--- src/rtl/pto_pkg.sv ---
`default_nettype none
// ----------------------------------------------------------------------------
// pto_pkg
// Shared types and constants for the peer table: widths, request modes, the
// scan record that travels along the row of cells, and the write command.
// ----------------------------------------------------------------------------
package pto_pkg;

  localparam int TableSize = 16;
  localparam int SlotW     = $clog2(TableSize);
  localparam int CountW    = $clog2(TableSize + 1);
  localparam int AddrW     = 48;
  localparam int StrW      = 8;
  localparam int TimeW     = 32;
  localparam int IdxW      = 4;
  localparam int OutSlotW  = 4;
  localparam int OutCountW = 5;

  typedef enum logic [1:0] {
    MODE_UPSERT = 2'd0,
    MODE_READ   = 2'd1,
    MODE_CLEAR  = 2'd2,
    MODE_NONE   = 2'd3
  } mode_e;

  typedef enum logic [1:0] {
    ST_IDLE,
    ST_SCAN,
    ST_DONE
  } state_e;

  typedef struct packed {
    logic                   active;
    mode_e                  mode;
    logic [AddrW-1:0]       addr;
    logic [IdxW-1:0]        want;
    logic                   have;
    logic                   known;
    logic [SlotW-1:0]       target;
    logic                   old_any;
    logic [SlotW-1:0]       old_idx;
    logic [TimeW-1:0]       old_seen;
    logic                   rd_hit;
    logic [IdxW-1:0]        rd_count;
    logic [AddrW-1:0]       rd_addr;
    logic signed [StrW-1:0] rd_str;
    logic [TimeW-1:0]       rd_seen;
  } carrier_t;

  typedef struct packed {
    logic                   en;
    logic                   clr;
    logic [SlotW-1:0]       slot;
    logic [AddrW-1:0]       addr;
    logic signed [StrW-1:0] strength;
    logic [TimeW-1:0]       seen;
  } wr_t;

endpackage
`default_nettype wire

--- src/rtl/pto_cell.sv ---
`default_nettype none
// ----------------------------------------------------------------------------
// pto_cell
// One table entry. It merges its entry into the passing scan record and hands
// the record, registered, to the next cell. It takes writes and clears.
// ----------------------------------------------------------------------------
module pto_cell (
  input  wire logic                     clk_i,
  input  wire logic                     rst_ni,
  input  wire logic [pto_pkg::SlotW-1:0] idx_i,
  input  wire pto_pkg::carrier_t        carry_i,
  output pto_pkg::carrier_t             carry_o,
  input  wire pto_pkg::wr_t             wr_i
);
  import pto_pkg::*;

  logic                   valid_q;
  logic [AddrW-1:0]       addr_q;
  logic signed [StrW-1:0] str_q;
  logic [TimeW-1:0]       seen_q;
  carrier_t               carry_d;
  carrier_t               carry_q;

  always_comb begin
    carry_d = carry_i;
    if (carry_i.active) begin
      case (carry_i.mode)
        MODE_UPSERT: begin
          if (!carry_i.known) begin
            if (valid_q && (addr_q == carry_i.addr)) begin
              carry_d.target = idx_i;
              carry_d.have   = 1'b1;
              carry_d.known  = 1'b1;
            end else begin
              if (!valid_q && !carry_i.have) begin
                carry_d.target = idx_i;
                carry_d.have   = 1'b1;
              end
              if (!carry_i.old_any || (seen_q < carry_i.old_seen)) begin
                carry_d.old_any  = 1'b1;
                carry_d.old_idx  = idx_i;
                carry_d.old_seen = seen_q;
              end
            end
          end
        end
        MODE_READ: begin
          if (valid_q && !carry_i.rd_hit) begin
            if (carry_i.rd_count == carry_i.want) begin
              carry_d.rd_hit  = 1'b1;
              carry_d.target  = idx_i;
              carry_d.rd_addr = addr_q;
              carry_d.rd_str  = str_q;
              carry_d.rd_seen = seen_q;
            end else begin
              carry_d.rd_count = carry_i.rd_count + IdxW'(1);
            end
          end
        end
        default: ;
      endcase
    end
  end

  always_ff @(posedge clk_i or negedge rst_ni) begin
    if (!rst_ni) begin
      carry_q <= '0;
      valid_q <= 1'b0;
    end else begin
      carry_q <= carry_d;
      if (wr_i.clr) begin
        valid_q <= 1'b0;
      end else if (wr_i.en && (wr_i.slot == idx_i)) begin
        valid_q <= 1'b1;
      end
    end
  end

  always_ff @(posedge clk_i) begin
    if (wr_i.en && !wr_i.clr && (wr_i.slot == idx_i)) begin
      addr_q <= wr_i.addr;
      str_q  <= wr_i.strength;
      seen_q <= wr_i.seen;
    end
  end

  assign carry_o = carry_q;

endmodule
`default_nettype wire

--- config.mk ---
export PLATFORM = sky130hd
export DESIGN_NAME = pto_cell
export DESIGN_NICKNAME = d
export VERILOG_FILES = /design/src/rtl/pto_pkg.sv /design/src/rtl/pto_cell.sv
export SDC_FILE = /design/constraint.sdc
export NUM_CORES = 1
export LEC_CHECK = 0
export BUFFER_PORTS_ARGS = -buffer_cell sky130_fd_sc_hd__buf_4
export CORE_AREA = 2 2 187 189
export CTS_CLUSTER_DIAMETER = 200
export DETAILED_ROUTE_END_ITERATION = 12
export DIE_AREA = 0 0 189 191
export PLACE_DENSITY = 0.6
export SYNTH_ARGS = -nofsm -noshare
export SYNTH_HDL_FRONTEND = slang
export SYNTH_SLANG_ARGS = --single-unit
--- constraint.sdc ---
create_clock -name clk_i -period 5.2 [get_ports clk_i]
set_input_delay 1.04 -clock clk_i [delete_from_list [all_inputs] [get_ports clk_i]]
set_output_delay 1.04 -clock clk_i [all_outputs]
set_load 0.02 [all_outputs]
Word level (Yosys, flattened, before mapping)
Cells that the tools add are included.
{"block": "classes", "n_addsub": 1, "mul": 0, "div_mod_pow": 0, "magnitude_cmp": 1, "eq_ne": 4, "shift": 0, "mux": 21, "n_bitwise": 0, "n_reduce_logical": 14}
{"cell": "2-to-1 mux 93 bit", "count": 2}
{"cell": "2-to-1 mux 136 bit", "count": 1}
{"cell": "2-to-1 mux 37 bit", "count": 3}
{"cell": "2-to-1 mux 88 bit", "count": 1}
{"cell": "== test 48 bit", "count": 1}
{"cell": "2-to-1 mux 43 bit", "count": 1}
{"cell": "less-than comparator 32 bit", "count": 1}
{"cell": "2-to-1 mux 4 bit", "count": 5}
{"cell": "== test 4 bit", "count": 2}
{"cell": "one-hot mux 4 bit (2 select lines)", "count": 1}
{"cell": "logical AND 1 bit", "count": 6}
{"cell": "2-to-1 mux 1 bit", "count": 6}
{"cell": "logical NOT 1 bit", "count": 5}
{"cell": "adder 4 x 1 -> 4 bit (second input constant)", "count": 1}
{"cell": "== test 2 x 1 -> 1 bit (second input constant)", "count": 1}
{"cell": "logical NOT 2 bit", "count": 1}
{"cell": "2-to-1 mux 2 bit", "count": 1}
{"cell": "nonzero test 2 bit", "count": 1}
{"cell": "logical OR 1 bit", "count": 1}
{"block": "totals", "register_bits": 280, "latch_bits": 0, "ramBits": 0, "mem_bits_ro": 0, "in_bits": 291, "wordCells": 60, "n_memories": 0}

Logic depth before layout (Yosys ltp)
{"block": "depth", "ltp_word": 7, "ltp_mapped": 10, "depth_no_buf": 9}

Least setup slack after synthesis
No wires, ideal clock.
{"block": "synth_timing", "path_kind": "in2reg", "start": "in idx_i[0] (netlist bit)", "end": "reg addr_q[0], enable pin", "setup_time_ns": 0.458, "arrival_time_ns": 3.448, "required_ns": 4.742, "setup_slack_ns": 1.294, "path_stages": 3, "cell_sequence": "inv_1 > a222oi_1 > and2_1"}
{"block": "synth_between", "elab_chain_len": 2}
{"item": "start, declared", "line": "pto_cell.sv:10", "text": "input wire logic [pto_pkg::SlotW-1:0] idx_i,"}
{"item": "== test 4 bit", "line": "pto_cell.sv:80", "text": "if (wr_i.en && !wr_i.clr && (wr_i.slot == idx_i)) begin"}
{"item": "logical AND 1 bit", "line": "pto_cell.sv:80"}
{"item": "end signal, assigned", "line": "pto_cell.sv:81", "text": "addr_q <= wr_i.addr;"}
{"item": "end, declared", "line": "pto_cell.sv:18", "text": "logic [AddrW-1:0] addr_q;"}
No other way between the ends.
A chain may end at the register's enable or synchronous reset.

==> run summary <==
=================================================================================================
Max H-tree Level                                                                                2
WL final                                                                                  34.7 mm
Xor-xnor portion of the synthesized cell area                                               4.60%
Routed via count divided by cell count                                                       4.37
Initial DRC Count                                                                             298
Dominant cells by area after synthesis                                               dfrtp_1 45%, edfxtp_1 25%, mux2_2 10%
Logic pwr share                                                                             12.0%
Wire length of the first global-routing pass                                              49.5 mm
NetSw                                                                                     1260 uW
Total power of the final layout                                                           5200 uW
Internal Dissipation                                                                      3940 uW
Chain of cells forming the critical path                                             buf_4, xor2_1, nor4_1, nand4_1, nor2_1, nand3_1, nand4_4, buf_4, mux2_2
Clock latency of the later-clocked register in the worst-skew pair                        0.51 ns
Clock root buffer master                                                                clkbuf_16
Cell repeated most along the worst path                                                     buf_4
Critical path arrival                                                                     3.72 ns
Cell row count                                                                                 68
Residual antenna-violating net count after detailed routing                                     0
Maximum number of pins on one net before global-route repair                                  119
WP data required                                                                          5.58 ns
Maximum ir drop on the vdd rail                                                          0.236 mV
Multiplexer fraction of the synthesized cell area                                           14.7%
Leading post-synthesis cells by instance count                                       192 x dfrtp_1, 99 x mux2_2, 88 x edfxtp_1
Number of nets in the synthesized netlist                                                     958
Pre-Repair DR Iteration Count                                                                   4
Leakage power figure                                                                   0.00729 uW
Total global routing overflow                                                                   0
Share of synthesized area occupied by flip-flops and latches                                69.9%
Total negative slack for setup checks                                                        0 ns
Synth-to-layout area growth                                                                 48.7%
Reg-to-reg slack, setup                                                                   2.08 ns
Cell area after technology mapping                                                    10700 sq um
Slowest Stage Delay on Critical Path                                                      0.57 ns
Total DRC errors in the routed layout                                                           0
Gate Count Post-Synth                                                                         635
Initial antenna violation count                                                                 0
Core box area                                                                         34100 sq um
Biggest fanout along the worst timing path                                                     36
Share of flip-flops with an asynchronous set or reset after synthesis                       68.6%
Number of distinct library cell variants in the gate-level netlist after synthesis             37
Clock transition at path regs                                                             0.05 ns
Deepest clock path buffer count                                                                 3
Via count of the first global-routing pass                                                   7579
Die Height                                                                                 191 um
Share of the synthesized area in the top cell type                                          45.1%
Die span in x                                                                              189 um
Critical Setup Path Class                                                            input pin to register
Count of flip-flops with a built-in enable after synthesis                                     88
Number of storage elements in the synthesis netlist                                           280
GRT Util Overall                                                                            18.6%
Number of gates resized after CTS                                                               0
Normalized max-slew margin                                                                  30.0%
Worst slew pin tran                                                                       1.05 ns
Dominant cell by count in the synthesized netlist                                         dfrtp_1
Buffer count from post-CTS setup fixing                                                         0
Routed length per instance                                                                21.3 um
Top FF cell, synth                                                                        dfrtp_1
Worst path slowest cell                                                                     buf_4
Setup repair after global routing missed its margin                                            no
Highest attainable clock frequency                                                        299 MHz
Number of input and output port buffers inserted                                              481
Post-Synth Adder-Cell Area                                                                  3.76%
Net total in the final layout                                                                1469
Final Max Slew Viols                                                                            0
Cell type contributing the most total cell area after synthesis                           dfrtp_1
Sequential group share of total power                                                       46.4%
Relative contribution of the clock network to total power                                   41.7%
Ant diodes                                                                                      0
Total clock buffers created by CTS                                                             34
Post-synthesis compound-gate area fraction                                                  2.09%
Starting density of the core                                                                31.2%
Post-layout minimum cycle time                                                            3.34 ns
Fillers                                                                                      3075
Area occupied by multi-input gates                                                     3010 sq um
Count of endpoints failing hold in the final timing report                                      0
Area fraction in and, or, nand and nor cells after synthesis                                2.98%
Area enclosed by the die boundary                                                     36100 sq um
RePlAce Congestion                                                                          0.828
Number of ports placed on the die boundary                                                    482
Via count                                                                                    7111
Status                                                                               finished, final reports clean
CTS tree                                                                                      yes
Proportion of total power due to net switching                                              24.3%
Power per cell area                                                                   328 nW/um^2
Clk sink count                                                                                280
Half-perimeter wire length after detailed placement                                       26.6 mm
Startpoint type of the worst setup path                                                 input pin
Nature of the critical path endpoint                                                     register
Yosys synthesis warning count                                                                   0
Main combinational cell family by area after synthesis                               multiplexers
Number of buffers inserted for hold repair after clock tree synthesis                           0
Max Clock Skew                                                                          0.0153 ns
Maximum Capacitance Violations                                                                  0
Total area of sequential cells                                                         7450 sq um
Final count of negative-setup-slack endpoints                                                   0
Period utilization                                                                          64.2%
Mean cell area of the mapped netlist                                                   16.8 sq um
Worst hold path class                                                                register to register
Proportion of layout cells with a drive suffix above 1                                      57.2%
=================================================================================================
layout by cell type, fill, tap and decap left out, drive strengths merged:
cell type	Yosys	final
inv	37	40
o21ai	6	6
dfrtp	192	192
nand3	4	4
nand2	8	8
a21o	4	4
o21bai	1	1
a211o	1	1
xnor2	22	22
edfxtp	88	88
ha	32	32
clkbuf	7	50
a21oi	13	13
a211oi	3	3
or2	2	2
buf	5	486
clkinv	0	10
a222oi	1	1
a2111oi	1	1
nor2b	2	2
and2	1	1
nor4bb	1	1
nor2	8	8
nand2b	1	1
o211ai	2	2
nor3	2	2
nand4	15	15
o22ai	1	1
mux2	129	129
o21a	1	1
xor2	34	34
nor4	10	10
or3b	1	1
power by group through the flow:
stage          registers (uW)  logic [uW]  clock network [uW]
2_1_floorplan            2550         127                   0
3_3_place_gp             2450         624                   0
3_5_place_dp             2450         629                   0
4_1_cts                  2410         631                2220
5_1_grt                  2420         666                2310
6_report                 2410         622                2170
through the flow:
stage	hold slack [ns]	util, %	setup slack, ns	cell area (sq um)	cells
4_1_cts	0.478	46.4	1.84	15800	1627
2_1_floorplan	0.454	-	1.29	10700	635
6_report	0.475	46.4	1.86	15800	1627
3_5_place_dp	0.468	43.5	1.32	14800	1565
5_1_grt	0.494	46.4	1.69	15800	1627
3_3_place_gp	0.459	43.5	1.30	14800	1565
worst paths after layout:
path	startpoint	to	depth (start not counted)
min in group asynchronous	rst_ni	carry_o[87]	1
max in group asynchronous	rst_ni	carry_o[84]	2
worst max-delay path	carry_i[176]	carry_o[97]	9
worst max register to register	addr_q[36]	carry_o[97]	8
worst min-delay path	str_q[4]	carry_o[36]	1
worst min register to register	str_q[4]	carry_o[36]	1
worst max-delay path: cells and delay by family:
| kind | cells | cell delay, ns |
|---|---|---|
| buffers and inverters | 2 | 0.69 |
| AND/OR/NAND/NOR | 5 | 1.40 |
| XOR/XNOR | 1 | 0.15 |
| multiplexers | 1 | 0.41 |
state kept, by name, summed over array words and instances (netlist names):
| signal | flops |
|---|---|
| str_q | 8 |
| valid_q | 1 |
| carry_o | 191 |
| addr_q | 48 |
| seen_q | 32 |
cell families after synthesis:
family,count (synthesis)
AND/OR/NAND/NOR,55
AO/OA/AOI/OAI,34
flip-flops,280
adder cells (fa/ha/maj),32
multiplexers,129
buffers and inverters,49
XOR/XNOR,56
routing by layer:
layer	part of all wire [%]	vias up	wire length [um]	track usage [%]
li1	-	3278	-	-
met1	41	3525	14400	23.8
met2	50	255	17300	31.1
met3	6.2	53	2150	4.46
met4	2.7	0	923	5.71
met5	0	-	0	0
cell type report:
| cell class | instances | area share [%] |
|---|---|---|
| clock buffer | 49 | 5.79 |
| clock inverter | 13 | 0.537 |
| inverter | 37 | 0.877 |
| multi-input combinational | 306 | 19.0 |
| sequential | 280 | 47.0 |
| tap | 455 | 3.59 |
| timing repair buffer | 487 | 23.2 |
Power figures use the tool's default switching activity.
